**src/rtl/trpr_pkg.sv**
```systemverilog
// Shared types and constants for the TLS record payload redactor.
package trpr_pkg;

    typedef enum logic [2:0] {
        PH_IP   = 3'd0,
        PH_TCP  = 3'd1,
        PH_RHDR = 3'd2,
        PH_BODY = 3'd3,
        PH_PASS = 3'd4
    } phase_t;

    typedef struct packed {
        logic [7:0]  out_byte;
        logic        out_last;
        logic [15:0] kept_length;
        logic        was_shortened;
    } trpr_result_t;

    localparam logic [15:0] POS_IP_VERSION  = 16'd14;
    localparam logic [15:0] POS_IP_PROTOCOL = 16'd23;
    localparam logic [6:0]  ETH_HDR_BYTES   = 7'd14;
    localparam logic [3:0]  IP_VERSION_4    = 4'd4;
    localparam logic [3:0]  MIN_HDR_WORDS   = 4'd5;
    localparam logic [7:0]  PROTO_TCP       = 8'd6;
    localparam logic [16:0] TCP_MIN_BYTES   = 17'd20;
    localparam logic [15:0] TCP_OFFSET_BYTE = 16'd12;
    localparam logic [15:0] MIN_CAPTURE     = 16'd54;
    localparam logic [7:0]  TLS_MAJOR       = 8'd3;
    localparam logic [7:0]  TYPE_APP_DATA   = 8'h17;
    localparam logic [7:0]  TYPE_ALERT      = 8'h15;
    localparam logic [17:0] REC_HDR_BYTES   = 18'd5;
    localparam logic [16:0] ALERT_KEPT_END  = 17'd7;
    localparam logic [15:0] ALERT_KEEP      = 16'd2;
    localparam logic [16:0] REL_TYPE        = 17'd0;
    localparam logic [16:0] REL_MAJOR       = 17'd1;
    localparam logic [16:0] REL_LEN_HI      = 17'd3;
    localparam logic [16:0] REL_LEN_LO      = 17'd4;

endpackage

```
**src/rtl/tls_record_payload_redactor.sv**
```systemverilog
// Top level of the TLS record payload redactor: request registers around the parser.
//
// Usage: frame bytes enter on the s_axis channel, one request per byte, byte 0
// first, each carrying the frame's captured length; s_axis_tlast marks the final
// byte. Every request yields exactly one request on m_axis with the byte, zeroed
// inside application-data record bodies and inside alert bodies past two bytes.
// The request with m_axis_tlast set also carries the new kept length and the
// shortened flag; on other requests both are zero.
// An accepted byte passes through the input register, then the result register,
// before it is presented on m_axis.
// Throughput: one byte per cycle while m_axis is not stalled; the parse state
// update loops from the state registers through the byte decision and back.
// Reset (rst_n low, asynchronous): both registers empty, parser at the start of
// a frame. When m_axis_tready is low a full result register holds, the input
// register holds its byte, and s_axis_tready drops once both are full.
module tls_record_payload_redactor #(
    parameter int MAX_FRAME_BYTES = 65535
) (
    input  logic        clk,
    input  logic        rst_n,
    input  logic        s_axis_tvalid,
    output logic        s_axis_tready,
    input  logic [23:0] s_axis_tdata,   // [7:0] data_byte, [23:8] captured_length
    input  logic        s_axis_tlast,   // frame_last
    output logic        m_axis_tvalid,
    input  logic        m_axis_tready,
    output logic [31:0] m_axis_tdata,   // [7:0] out_byte, [23:8] kept_length,
                                        // [24] was_shortened, [31:25] zero
    output logic        m_axis_tlast    // out_last
);

    logic        in_valid_reg, in_valid_next;
    logic [7:0]  in_byte_reg;
    logic [15:0] in_cap_reg;
    logic        in_last_reg;
    logic        out_valid_reg, out_valid_next;
    trpr_pkg::trpr_result_t out_reg;
    trpr_pkg::trpr_result_t result;
    logic        advance;
    logic        step;
    logic        s_accept;

    assign advance  = !out_valid_reg || m_axis_tready;
    assign step     = in_valid_reg && advance;
    assign s_axis_tready = !in_valid_reg || advance;
    assign s_accept = s_axis_tvalid && s_axis_tready;

    assign in_valid_next  = s_accept ? 1'b1 : (step ? 1'b0 : in_valid_reg);
    assign out_valid_next = advance ? in_valid_reg : out_valid_reg;

    trpr_parser #(
        .MAX_FRAME_BYTES (MAX_FRAME_BYTES)
    ) u_parser (
        .clk             (clk),
        .rst_n           (rst_n),
        .step            (step),
        .data_byte       (in_byte_reg),
        .captured_length (in_cap_reg),
        .frame_last      (in_last_reg),
        .result          (result)
    );

    always_ff @(posedge clk or negedge rst_n)
    begin
        if (!rst_n)
        begin
            in_valid_reg  <= 1'b0;
            out_valid_reg <= 1'b0;
        end
        else
        begin
            in_valid_reg  <= in_valid_next;
            out_valid_reg <= out_valid_next;
        end
    end

    always_ff @(posedge clk)
    begin
        if (s_accept)
        begin
            in_byte_reg <= s_axis_tdata[7:0];
            in_cap_reg  <= s_axis_tdata[23:8];
            in_last_reg <= s_axis_tlast;
        end
        if (step)
        begin
            out_reg <= result;
        end
    end

    assign m_axis_tvalid = out_valid_reg;
    assign m_axis_tdata  = {7'd0, out_reg.was_shortened, out_reg.kept_length, out_reg.out_byte};
    assign m_axis_tlast  = out_reg.out_last;

endmodule

```
**src/rtl/trpr_parser.sv**
```systemverilog
// Per-byte frame parser: parse state registers and redaction decision.
module trpr_parser #(
    parameter int MAX_FRAME_BYTES = 65535
) (
    input  logic                  clk,
    input  logic                  rst_n,
    input  logic                  step,
    input  logic [7:0]            data_byte,
    input  logic [15:0]           captured_length,
    input  logic                  frame_last,
    output trpr_pkg::trpr_result_t result
);

    localparam logic [15:0] MAX_POS = 16'(MAX_FRAME_BYTES);

    trpr_pkg::phase_t phase_reg, phase_next;
    logic [15:0] pos_reg, pos_next;
    logic [6:0]  tcp_start_reg, tcp_start_next;
    logic [16:0] rec_start_reg, rec_start_next;
    logic [7:0]  rec_type_reg, rec_type_next;
    logic [15:0] rec_len_reg, rec_len_next;
    logic [16:0] kept_end_reg, kept_end_next;
    logic        seen_reg, seen_next;

    logic [16:0] pos17;
    logic [16:0] cap17;
    logic [16:0] rel;
    logic [15:0] len_hdr;
    logic [17:0] hdr_end;
    logic [17:0] body_start;
    logic [17:0] body_end;
    logic [6:0]  tcp_cand;
    logic [15:0] tcp_off_pos;
    logic [15:0] pay_cand;
    logic [15:0] kept;
    logic        in_range;

    assign pos17       = {1'b0, pos_reg};
    assign cap17       = {1'b0, captured_length};
    assign rel         = pos17 - rec_start_reg;
    assign len_hdr     = {rec_len_reg[15:8], data_byte};
    assign hdr_end     = {1'b0, rec_start_reg} + trpr_pkg::REC_HDR_BYTES + {2'b00, len_hdr};
    assign body_start  = {1'b0, rec_start_reg} + trpr_pkg::REC_HDR_BYTES;
    assign body_end    = body_start + {2'b00, rec_len_reg};
    assign tcp_cand    = trpr_pkg::ETH_HDR_BYTES + {1'b0, data_byte[3:0], 2'b00};
    assign tcp_off_pos = {9'd0, tcp_start_reg} + trpr_pkg::TCP_OFFSET_BYTE;
    assign pay_cand    = {9'd0, tcp_start_reg} + {10'd0, data_byte[7:4], 2'b00};
    assign in_range    = (pos_reg != MAX_POS);

    // next state
    always_comb
    begin
        phase_next     = phase_reg;
        tcp_start_next = tcp_start_reg;
        rec_start_next = rec_start_reg;
        rec_type_next  = rec_type_reg;
        rec_len_next   = rec_len_reg;
        kept_end_next  = kept_end_reg;
        seen_next      = seen_reg;
        pos_next       = in_range ? (pos_reg + 16'd1) : pos_reg;
        if (in_range)
        begin
            case (phase_reg)
                trpr_pkg::PH_IP:
                begin
                    if (pos_reg == trpr_pkg::POS_IP_VERSION)
                    begin
                        if (data_byte[7:4] != trpr_pkg::IP_VERSION_4 ||
                            data_byte[3:0] < trpr_pkg::MIN_HDR_WORDS)
                        begin
                            phase_next = trpr_pkg::PH_PASS;
                        end
                        else
                        begin
                            tcp_start_next = tcp_cand;
                            if (({10'd0, tcp_cand} + trpr_pkg::TCP_MIN_BYTES) > cap17)
                            begin
                                phase_next = trpr_pkg::PH_PASS;
                            end
                        end
                    end
                    else if (pos_reg == trpr_pkg::POS_IP_PROTOCOL)
                    begin
                        phase_next = (data_byte == trpr_pkg::PROTO_TCP) ?
                                     trpr_pkg::PH_TCP : trpr_pkg::PH_PASS;
                    end
                end
                trpr_pkg::PH_TCP:
                begin
                    if (pos_reg == tcp_off_pos)
                    begin
                        if (data_byte[7:4] < trpr_pkg::MIN_HDR_WORDS ||
                            captured_length < trpr_pkg::MIN_CAPTURE ||
                            pay_cand >= captured_length)
                        begin
                            phase_next = trpr_pkg::PH_PASS;
                        end
                        else
                        begin
                            rec_start_next = {1'b0, pay_cand};
                            phase_next     = trpr_pkg::PH_RHDR;
                        end
                    end
                end
                trpr_pkg::PH_RHDR:
                begin
                    if (pos17 >= rec_start_reg)
                    begin
                        if (rel == trpr_pkg::REL_TYPE)
                        begin
                            rec_type_next = data_byte;
                        end
                        else if (rel == trpr_pkg::REL_MAJOR)
                        begin
                            if (data_byte != trpr_pkg::TLS_MAJOR)
                            begin
                                phase_next = trpr_pkg::PH_PASS;
                            end
                        end
                        else if (rel == trpr_pkg::REL_LEN_HI)
                        begin
                            rec_len_next = {data_byte, 8'h00};
                        end
                        else if (rel == trpr_pkg::REL_LEN_LO)
                        begin
                            rec_len_next = len_hdr;
                            if (hdr_end > {1'b0, cap17})
                            begin
                                phase_next = trpr_pkg::PH_PASS;
                            end
                            else
                            begin
                                seen_next = 1'b1;
                                if (rec_type_reg == trpr_pkg::TYPE_APP_DATA)
                                begin
                                    kept_end_next = body_start[16:0];
                                end
                                else if (rec_type_reg == trpr_pkg::TYPE_ALERT)
                                begin
                                    kept_end_next = (len_hdr >= trpr_pkg::ALERT_KEEP) ?
                                        (rec_start_reg + trpr_pkg::ALERT_KEPT_END) :
                                        hdr_end[16:0];
                                end
                                else
                                begin
                                    kept_end_next = hdr_end[16:0];
                                end
                                if (len_hdr == 16'd0)
                                begin
                                    rec_start_next = hdr_end[16:0];
                                end
                                else
                                begin
                                    phase_next = trpr_pkg::PH_BODY;
                                end
                            end
                        end
                    end
                end
                trpr_pkg::PH_BODY:
                begin
                    if ({2'b00, pos_reg} >= body_start &&
                        ({1'b0, pos17} + 18'd1) >= body_end)
                    begin
                        rec_start_next = body_end[16:0];
                        phase_next     = trpr_pkg::PH_RHDR;
                    end
                end
                default:
                begin
                end
            endcase
        end
        if (frame_last)
        begin
            phase_next     = trpr_pkg::PH_IP;
            pos_next       = 16'd0;
            tcp_start_next = 7'd0;
            rec_start_next = 17'd0;
            rec_type_next  = 8'd0;
            rec_len_next   = 16'd0;
            kept_end_next  = 17'd0;
            seen_next      = 1'b0;
        end
    end

    // outputs
    always_comb
    begin
        result.out_byte = data_byte;
        if (in_range && phase_reg == trpr_pkg::PH_BODY &&
            {2'b00, pos_reg} >= body_start)
        begin
            if (rec_type_reg == trpr_pkg::TYPE_APP_DATA ||
                (rec_type_reg == trpr_pkg::TYPE_ALERT &&
                 {2'b00, pos_reg} >= (body_start + 18'(trpr_pkg::ALERT_KEEP))))
            begin
                result.out_byte = 8'd0;
            end
        end
        result.out_last      = frame_last;
        result.kept_length   = 16'd0;
        result.was_shortened = 1'b0;
        kept = 16'd0;
        if (frame_last)
        begin
            kept = captured_length;
            if (seen_reg || (in_range && phase_reg == trpr_pkg::PH_RHDR &&
                             pos17 >= rec_start_reg && rel == trpr_pkg::REL_LEN_LO &&
                             hdr_end <= {1'b0, cap17}))
            begin
                kept = (in_range && phase_reg == trpr_pkg::PH_RHDR &&
                        pos17 >= rec_start_reg && rel == trpr_pkg::REL_LEN_LO &&
                        hdr_end <= {1'b0, cap17}) ?
                       ((rec_type_reg == trpr_pkg::TYPE_APP_DATA) ? body_start[15:0] :
                        (rec_type_reg == trpr_pkg::TYPE_ALERT) ?
                        ((len_hdr >= trpr_pkg::ALERT_KEEP) ?
                         16'(rec_start_reg + trpr_pkg::ALERT_KEPT_END) : hdr_end[15:0]) :
                        hdr_end[15:0]) :
                       kept_end_reg[15:0];
            end
            result.kept_length   = kept;
            result.was_shortened = (kept < captured_length);
        end
    end

    always_ff @(posedge clk or negedge rst_n)
    begin
        if (!rst_n)
        begin
            phase_reg     <= trpr_pkg::PH_IP;
            pos_reg       <= 16'd0;
            tcp_start_reg <= 7'd0;
            rec_start_reg <= 17'd0;
            rec_type_reg  <= 8'd0;
            rec_len_reg   <= 16'd0;
            kept_end_reg  <= 17'd0;
            seen_reg      <= 1'b0;
        end
        else if (step)
        begin
            phase_reg     <= phase_next;
            pos_reg       <= pos_next;
            tcp_start_reg <= tcp_start_next;
            rec_start_reg <= rec_start_next;
            rec_type_reg  <= rec_type_next;
            rec_len_reg   <= rec_len_next;
            kept_end_reg  <= kept_end_next;
            seen_reg      <= seen_next;
        end
    end

endmodule

```
**config.mk**
```make
export PLATFORM = sky130hd
export DESIGN_NAME = tls_record_payload_redactor
export DESIGN_NICKNAME = d
export VERILOG_FILES = /design/src/rtl/trpr_pkg.sv /design/src/rtl/tls_record_payload_redactor.sv /design/src/rtl/trpr_parser.sv
export SDC_FILE = /design/constraint.sdc
export NUM_CORES = 1
export LEC_CHECK = 0
export BUFFER_PORTS_ARGS = -buffer_cell sky130_fd_sc_hd__buf_2
export CAP_MARGIN = 30
export CORE_MARGIN = 2
export CORE_UTILIZATION = 60
export CTS_BUF_LIST = sky130_fd_sc_hd__clkbuf_4
export CTS_CLUSTER_SIZE = 30
export DETAILED_ROUTE_END_ITERATION = 7
export PLACE_DENSITY = 0.78
export SETUP_SLACK_MARGIN = 0.5
export SLEW_MARGIN = 10
export SYNTH_ARGS = -nofsm -noshare
export SYNTH_HDL_FRONTEND = slang
export SYNTH_SLANG_ARGS = --single-unit
```
**constraint.sdc**
```tcl
create_clock -name clk -period 7.84 [get_ports clk]
set_input_delay 0.784 -clock clk [delete_from_list [all_inputs] [get_ports clk]]
set_output_delay 0.784 -clock clk [all_outputs]
set_load 0.01 [all_outputs]
```
==> metrics.md, run 1 <==
| Metric | Value |
|---|---|
| Most frequent CP cell | `a21o_1` |
| Count of standard-cell rows | `53` |
| Number of global-route vias before repair | `11500` |
| Post-layout util | `65.6%` |
| Crit path time final | `6.80 ns` |
| Unrepaired setup endpoints after global routing | `no` |
| DIE WIDTH | `151 um` |
| Final cell count without fillers | `1804` |
| Synth Cell Area | `13000 um^2` |
| Count of buffers from port buffering | `56` |
| Run status | `complete, no violations` |
| Overall power consumption | `2.50 mW` |
| Prevailing post-synth register cell | `dfrtp_1` |
| Detailed-route wire length per cell | `23.8 um` |
| Delay contributed by the slowest stage of the critical path | `0.49 ns` |
| Routed Wire Length | `42900 um` |
| Post-placement cell area | `13500 um^2` |
| Critical path data arrival time | `7.23 ns` |
| Type of the setup path with the least slack | `register to register` |
| Clock buffers created by TritonCTS | `17` |
| Maximum clock frequency | `0.147 GHz` |
| Startpoint of the most critical register-to-register path | `u_parser.rec_start_reg[1]$_DFFE_PN0P_` |
| Vias after detailed routing | `12200` |
| Highest ir drop seen on vdd | `0.158 mV` |
| Number of DRC markers in iteration 0 | `1410` |
| Actual slew at the worst max-slew pin | `1.20 ns` |
| CTS max path bufs | `2` |
| CP Max Fanout | `10` |
| TritonCTS clock tree | `done` |
| Cell family contributing the most delay on the critical path | `compound AO/OA/AOI/OAI gates` |
| PnR worst setup slack | `1.04 ns` |
| GRT Residual Overflow | `0` |
| Type of the most critical hold path | `primary input to asynchronous set/reset pin` |
| Count of boundary I/O pins | `64` |
| Cell taking the most area after synthesis | `dfrtp_1` |
| Routed via count divided by cell count | `6.76` |
| Worst-path cell with the longest stage delay | `dfrtp_1` |
| Pre-antenna DRT Iters | `6` |
| Post-CTS setup-driven buffer insertion count | `0` |
| Setup clock skew after layout | `0.0454 ns` |
| Detailed-route DRC error count | `0` |
| CP bufs+invs | `1` |
| Core ar. | `21200 um^2` |
| Endpoint required time on the critical path | `8.28 ns` |
| Reg-to-Reg End | `m_axis_tdata[24]$_SDFFCE_PN0P_` |
| Syn. warnings | `0` |
| Synth area leaders | `dfrtp_1, ha_1, edfxtp_1` |
| Syn Inst Count | `1481` |
| Worst setup slack after placement | `0.403 ns` |
| R2R Setup Slk | `1.04 ns` |
| Share of cells above drive strength 1 | `11.2%` |
| Post-CTS resize count | `2` |
| DIE AREA | `22900 um^2` |
| Post-route setup TNS | `0 ns` |
| Layout area overhead | `6.60%` |
| Final net count | `1700` |
| Number of synthesized register bits | `136` |
| Overall routing resource usage | `37.9%` |
| Placed cell count | `1769` |
| Number of library cell types mapped by synthesis | `88` |
| Root Buffer | `clkbuf_4` |
| Number of flip-flops in the largest register | `25` |
| Total clock sinks | `136` |
| Worst-case headroom to the max-slew limit | `19.6%` |
| Finished Cell Area | `13900 um^2` |
| Antenna violation net count after detailed routing | `0` |
| Leakage power of the design | `6.22 nW` |
| Power Density | `180 nW/um^2` |
| Cell depth of the worst flop-to-flop path | `31` |
| Quantity of hold-fixing buffers added after cts | `0` |
| Global-route wire length before repair | `64900 um` |
| EDFF count, synth | `51` |
| Commonest non-fill, non-tap cell in the layout | `ha_1` |
| Setup violation total in the final timing report | `0` |
| Proportion of netlist area held by the largest area contributor | `16.3%` |
| Kind of start point of the critical path | `register` |
| Starting density of the core | `61.5%` |
| Async set-reset flop share out of synthesis | `62.5%` |
| Mean area per synthesized cell | `8.79 um^2` |
| Seq/Total Area, Yosys | `28.1%` |
| Worst hold slack after final layout | `0.120 ns` |
| Final hold vios | `0` |
| Die Height | `151 um` |
| Worst-Skew Late Latency | `0.60 ns` |
| Type of element capturing the critical path | `register` |
| Most frequent cells in the layout | `ha_1, nand2_1, nor2_1, a21oi_1, dfrtp_1` |
| Number of antenna violations at the first check in global routing | `1` |
| CTS HTree Levels | `4` |
| Max_cap viols | `0` |
| Post-detailed-placement half-perimeter wirelength | `33000 um` |
| Final weighted congestion in routability-driven placement | `1.04` |
| Clock-pin slew on the worst setup and hold paths | `0.16 ns` |
| Fraction of the cycle the final worst path needs | `86.7%` |
| Final max-slew violation count | `0` |
| Maximum number of pins on one net before global-route repair | `59` |
-- logic make-up after synthesis --
kind of cell               Yosys count  share of synthesized area (%)
AOI/OAI and AO/OA                  403                           21.2
other                                1                         0.0288
xor gates and xnor gates            99                           6.78
and+or+nand+nor                    469                           18.6
muxes                               66                           5.31
adders and majority gates          156                           15.2
buffers and inverters              151                           4.79
DFF                                136                           28.1
-- routing by layer --
metal | vias up | track usage [%] | share of wire (%) | wire (um)
met4 | 0 | 18.2 | 5.3 | 2250
met3 | 143 | 7.74 | 10 | 4340
li1 | 5552 | - | - | -
met5 | - | 0 | 0 | 0
met2 | 755 | 58.3 | 44 | 19000
met1 | 5748 | 50.9 | 40 | 17300
-- cell type report --
cell class	count	area, um^2
fill	1787	7280
sequential	136	3660
clock inverter	15	155
multi-input combinational	1200	8820
clock buffer	17	128
timing repair buffer	73	438
tap	275	344
inverter	87	327
antenna	1	2.50
-- synthesized netlist by cell type (22+ instances only) --
| master | number |
|---|---|
| mux2i_1 | 42 |
| nand2_1 | 120 |
| nor2_1 | 95 |
| dfrtp_1 | 85 |
| nor2b_1 | 22 |
| nor3_1 | 45 |
| mux2_2 | 23 |
| and2_1 | 25 |
| nand4_1 | 30 |
| edfxtp_1 | 51 |
| ha_1 | 152 |
| a21oi_1 | 92 |
| a21o_1 | 33 |
| o21ai_0 | 76 |
| nand3_1 | 30 |
| xnor2_1 | 72 |
| clkbuf_1 | 42 |
| xor2_1 | 25 |
| inv_1 | 83 |
-- report_power, final --
part	total [mW]	switching [mW]	internal [mW]	leakage, nW
clock network	0.506	0.360	0.146	0.153
logic	1.12	0.685	0.436	4.42
registers	0.875	0.0777	0.797	1.64
total	2.50	1.12	1.38	6.22
-- worst max-delay path by stage --
stage                     cells after the start                        endpoint                                   from  slack, ns
final                                        31  m_axis_tdata[24]$_SDFFCE_PN0P_  u_parser.rec_start_reg[1]$_DFFE_PN0P_       1.04
after floorplan                              32  m_axis_tdata[24]$_SDFFCE_PN0P_  u_parser.rec_start_reg[0]$_DFFE_PN0P_       1.37
after CTS                                    31  m_axis_tdata[24]$_SDFFCE_PN0P_  u_parser.rec_start_reg[0]$_DFFE_PN0P_       0.54
after detailed placement                     30  m_axis_tdata[24]$_SDFFCE_PN0P_  u_parser.rec_start_reg[0]$_DFFE_PN0P_       0.40
after global routing                         31  m_axis_tdata[24]$_SDFFCE_PN0P_  u_parser.rec_start_reg[1]$_DFFE_PN0P_       0.50
after global placement                       30  m_axis_tdata[24]$_SDFFCE_PN0P_  u_parser.rec_start_reg[0]$_DFFE_PN0P_       0.73
-- worst reg2reg max path, delay by kind of cell (launching register included) --
family                   cells  cell delay [ns]
buffers and inverters        1             0.15
flip-flops                   1             0.49
adder cells (fa/ha/maj)      4             1.23
AO/OA/AOI/OAI               15             2.68
multiplexers                 1             0.26
XOR/XNOR                     2             0.41
AND/OR/NAND/NOR              8             1.39
Note: power is estimated with default switching activity, not from simulation.
==> run 2: changes to the inputs <==
--- a/config.mk
+++ b/config.mk
@@ -12,6 +12,8 @@
 export CTS_BUF_LIST = sky130_fd_sc_hd__clkbuf_4
 export CTS_CLUSTER_SIZE = 30
 export DETAILED_ROUTE_END_ITERATION = 7
+export GPL_ROUTABILITY_DRIVEN = 0
+export MAX_ROUTING_LAYER = met4
 export PLACE_DENSITY = 0.78
 export SETUP_SLACK_MARGIN = 0.5
 export SLEW_MARGIN = 10
==> constraint.sdc (replaced) <==
create_clock -name clk -period 7.8 [get_ports clk]
set_input_delay 0.78 -clock clk [delete_from_list [all_inputs] [get_ports clk]]
set_output_delay 0.78 -clock clk [all_outputs]
set_load 0.01 [all_outputs]
==> run 2 against run 1 <==
Against the previous run:
- clock power grew 10%
- design area is essentially flat
- fmax shrank 0.56%
- global-route usage shrank 0.97 points
- first-iteration DRC count grew 1.7%
==> metrics.md, run 2 (same netlist as run 1, synthesis figures left out) <==
| Metric | Value |
|---|---|
| Detailed-route wire length per cell | `22.6 um (-4.9%)` |
| Starting density of the core | `61.5% (unchanged)` |
| Flop pwr share | `34.4% (-0.6 points)` |
| DIE AREA | `22900 um^2 (unchanged)` |
| Quantity of hold-fixing buffers added after cts | `0 (unchanged)` |
| Number of global-route vias before repair | `11400 (-0.45%)` |
| Overall routing resource usage | `36.9% (-0.97 points)` |
| GRT Residual Overflow | `0 (unchanged)` |
| Die Height | `151 um (unchanged)` |
| Kind of start point of the critical path | `register` |
| Worst-path cell with the longest stage delay | `dfrtp_1` |
| Detailed-route DRC error count | `0 (unchanged)` |
| Post-detailed-placement half-perimeter wirelength | `31200 um (-5.5%)` |
| Maximum clock frequency | `0.146 GHz (-0.56%)` |
| Total clock sinks | `136 (unchanged)` |
| Setup violation total in the final timing report | `0 (unchanged)` |
| Delay contributed by the slowest stage of the critical path | `0.51 ns (+0.02 ns)` |
| Post-route setup TNS | `0 ns (unchanged)` |
| Root Buffer | `clkbuf_4` |
| Number of antenna violations at the first check in global routing | `2 (+1)` |
| Clock-pin slew on the worst setup and hold paths | `0.16 ns (about the same)` |
| Unrepaired setup endpoints after global routing | `no` |
| Layout area overhead | `6.65% (about the same)` |
| Clk pwr share | `21.9% (+1.7 points)` |
| Share of cells above drive strength 1 | `10.9% (-0.31 points)` |
| Count of filler cells inserted in the layout | `1744 (-2.4%)` |
| Worst-Skew Late Latency | `0.59 ns (about the same)` |
| Switching fraction of total power | `43.1% (-1.8 points)` |
| Maximum number of pins on one net before global-route repair | `63 (+6.8%)` |
| Switching power total | `1.09 mW (-2.5%)` |
| Type of the most critical hold path | `primary input to asynchronous set/reset pin` |
| Final net count | `1698 (-0.12%)` |
| CTS HTree Levels | `4 (unchanged)` |
| Most frequent cells in the layout | `ha_1, nand2_1, nor2_1, a21oi_1, dfrtp_1` |
| Most frequent CP cell | `a21o_1` |
| Power Density | `183 nW/um^2 (+1.6%)` |
| Highest ir drop seen on vdd | `0.143 mV (-9.4%)` |
| Antenna violation net count after detailed routing | `0 (unchanged)` |
| Actual slew at the worst max-slew pin | `0.992 ns (-0.203 ns)` |
| Commonest non-fill, non-tap cell in the layout | `ha_1` |
| Crit path time final | `6.84 ns (+0.0384 ns)` |
| Max_cap viols | `0 (unchanged)` |
| Clock buffers created by TritonCTS | `17 (unchanged)` |
| Leakage power of the design | `6.23 nW (+0.13%)` |
| Share of power burned in combinational logic | `43.6% (-1.2 points)` |
| DIE WIDTH | `151 um (unchanged)` |
| Routed Wire Length | `40800 um (-4.9%)` |
| Run status | `complete, no violations` |
| Final hold vios | `0 (unchanged)` |
| Post-layout util | `65.6% (about the same)` |
| Number of flip-flops in the largest register | `25 (unchanged)` |
| CP Max Fanout | `10 (unchanged)` |
| Number of DRC markers in iteration 0 | `1434 (+1.7%)` |
| Worst-case headroom to the max-slew limit | `33.9% (+14 points)` |
| Endpoint required time on the critical path | `8.24 ns (-0.04 ns)` |
| Core ar. | `21200 um^2 (unchanged)` |
| Global-route wire length before repair | `62200 um (-4.2%)` |
| Count of boundary I/O pins | `64 (unchanged)` |
| Type of the setup path with the least slack | `register to register` |
| Critical path data arrival time | `7.27 ns (+0.04 ns)` |
| Vias after detailed routing | `12200 (-0.057%)` |
| Internal power of the cells | `1.45 mW (+5.0%)` |
| Count of buffers from port buffering | `56 (unchanged)` |
| Type of element capturing the critical path | `register` |
| CTS max path bufs | `2 (unchanged)` |
| Pre-antenna DRT Iters | `6 (unchanged)` |
| Fraction of the cycle the final worst path needs | `87.6% (+0.94 points)` |
| Routed via count divided by cell count | `6.76 (about the same)` |
| Final max-slew violation count | `0 (unchanged)` |
| Count of standard-cell rows | `53 (unchanged)` |
| TritonCTS clock tree | `done` |
| Setup clock skew after layout | `0.0262 ns (-0.0192 ns)` |
run 2: changes by cell type in the layout (fill, tap and decap cells not counted), sizes merged:
| cell | previous run | this run |
|---|---|---|
| buf | 73 | 71 |
| bufinv | 0 | 2 |
| diode | 1 | 3 |
| inv | 92 | 90 |
run 2: per-stage QoR:
step / power (mW) / hold slack (ns) / worst slack [ns] / instance area, um^2 / instances
6_report: 2.54 / 0.0601 / 0.964 / 13900 / 1804
3_5_place_dp: 1.95 / 0.469 / 0.409 / 13500 / 1767
3_3_place_gp: 1.92 / 0.461 / 0.771 / 13500 / 1766
4_1_cts: 2.50 / 0.0600 / 0.590 / 13800 / 1799
5_1_grt: 2.68 / 0.0498 / 0.506 / 13900 / 1803
2_1_floorplan: 1.65 / 0.424 / 1.33 / 13000 / 1487
run 2: area by class of cell:
type,instances,area (um^2),area share [%]
Inverter,87,327,2.35
Timing Repair Buffer,71,403,2.90
Tap cell,275,344,2.48
Multi-Input combinational cell,1200,8810,63.4
Antenna cell,3,7.51,0.0541
Sequential cell,136,3660,26.3
Clock inverter,15,208,1.50
Clock buffer,17,128,0.919
run 2: worst paths after layout:
path / from / end / slack (ns) / cells past startpoint
min in group clk: s_axis_tdata[11] / in_cap_reg[3]$_DFFE_PP_ / 0.36 / 1
min: rst_n / u_parser.pos_reg[12]$_DFFE_PN0P_ / 0.06 / 1
min reg2reg: u_parser.kept_end_reg[10]$_DFFE_PN0P_ / u_parser.kept_end_reg[10]$_DFFE_PN0P_ / 0.51 / 1
max in group asynchronous: rst_n / u_parser.rec_len_reg[12]$_DFFE_PN0P_ / 6.52 / 2
max reg2reg: u_parser.rec_start_reg[0]$_DFFE_PN0P_ / m_axis_tdata[24]$_SDFFCE_PN0P_ / 0.96 / 31
max: u_parser.rec_start_reg[0]$_DFFE_PN0P_ / m_axis_tdata[24]$_SDFFCE_PN0P_ / 0.96 / 31
run 2: critical path, delay by kind of cell, from the launching register on:
kind	cells	cell delay, ns
buf+inv	1	0.15
flops	1	0.51
compound gates	14	2.44
simple gates	9	1.77
fa+ha+maj	4	1.20
mux	1	0.28
xor+xnor	2	0.38
run 2: what timing repair did:
| item | CTS | global route |
|---|---|---|
| buffers inserted | 0 | 0 |
| resized for setup | 2 | 9 |
| endpoints found under the setup margin | 1 | 1 |
run 2: routing by layer:
layer  vias to the layer above  wire (um)  share of wire [%]  global-route usage, %
met5                         -          0                  0                      -
met4                         0       2400                5.9                   20.6
met3                       170       4500                 11                   7.68
met2                       776      17700                 43                   54.2
met1                      5707      16100                 40                   47.4
li1                       5538          -                  -                      -
run 2: power groups by stage:
stage / registers, mW / clock network [mW] / logic (mW)
final: 0.876 / 0.558 / 1.11
after global routing: 0.882 / 0.587 / 1.21
after CTS: 0.872 / 0.560 / 1.07
after detailed placement: 0.887 / 0 / 1.06
after global placement: 0.884 / 0 / 1.04
after floorplan: 0.859 / 0 / 0.790
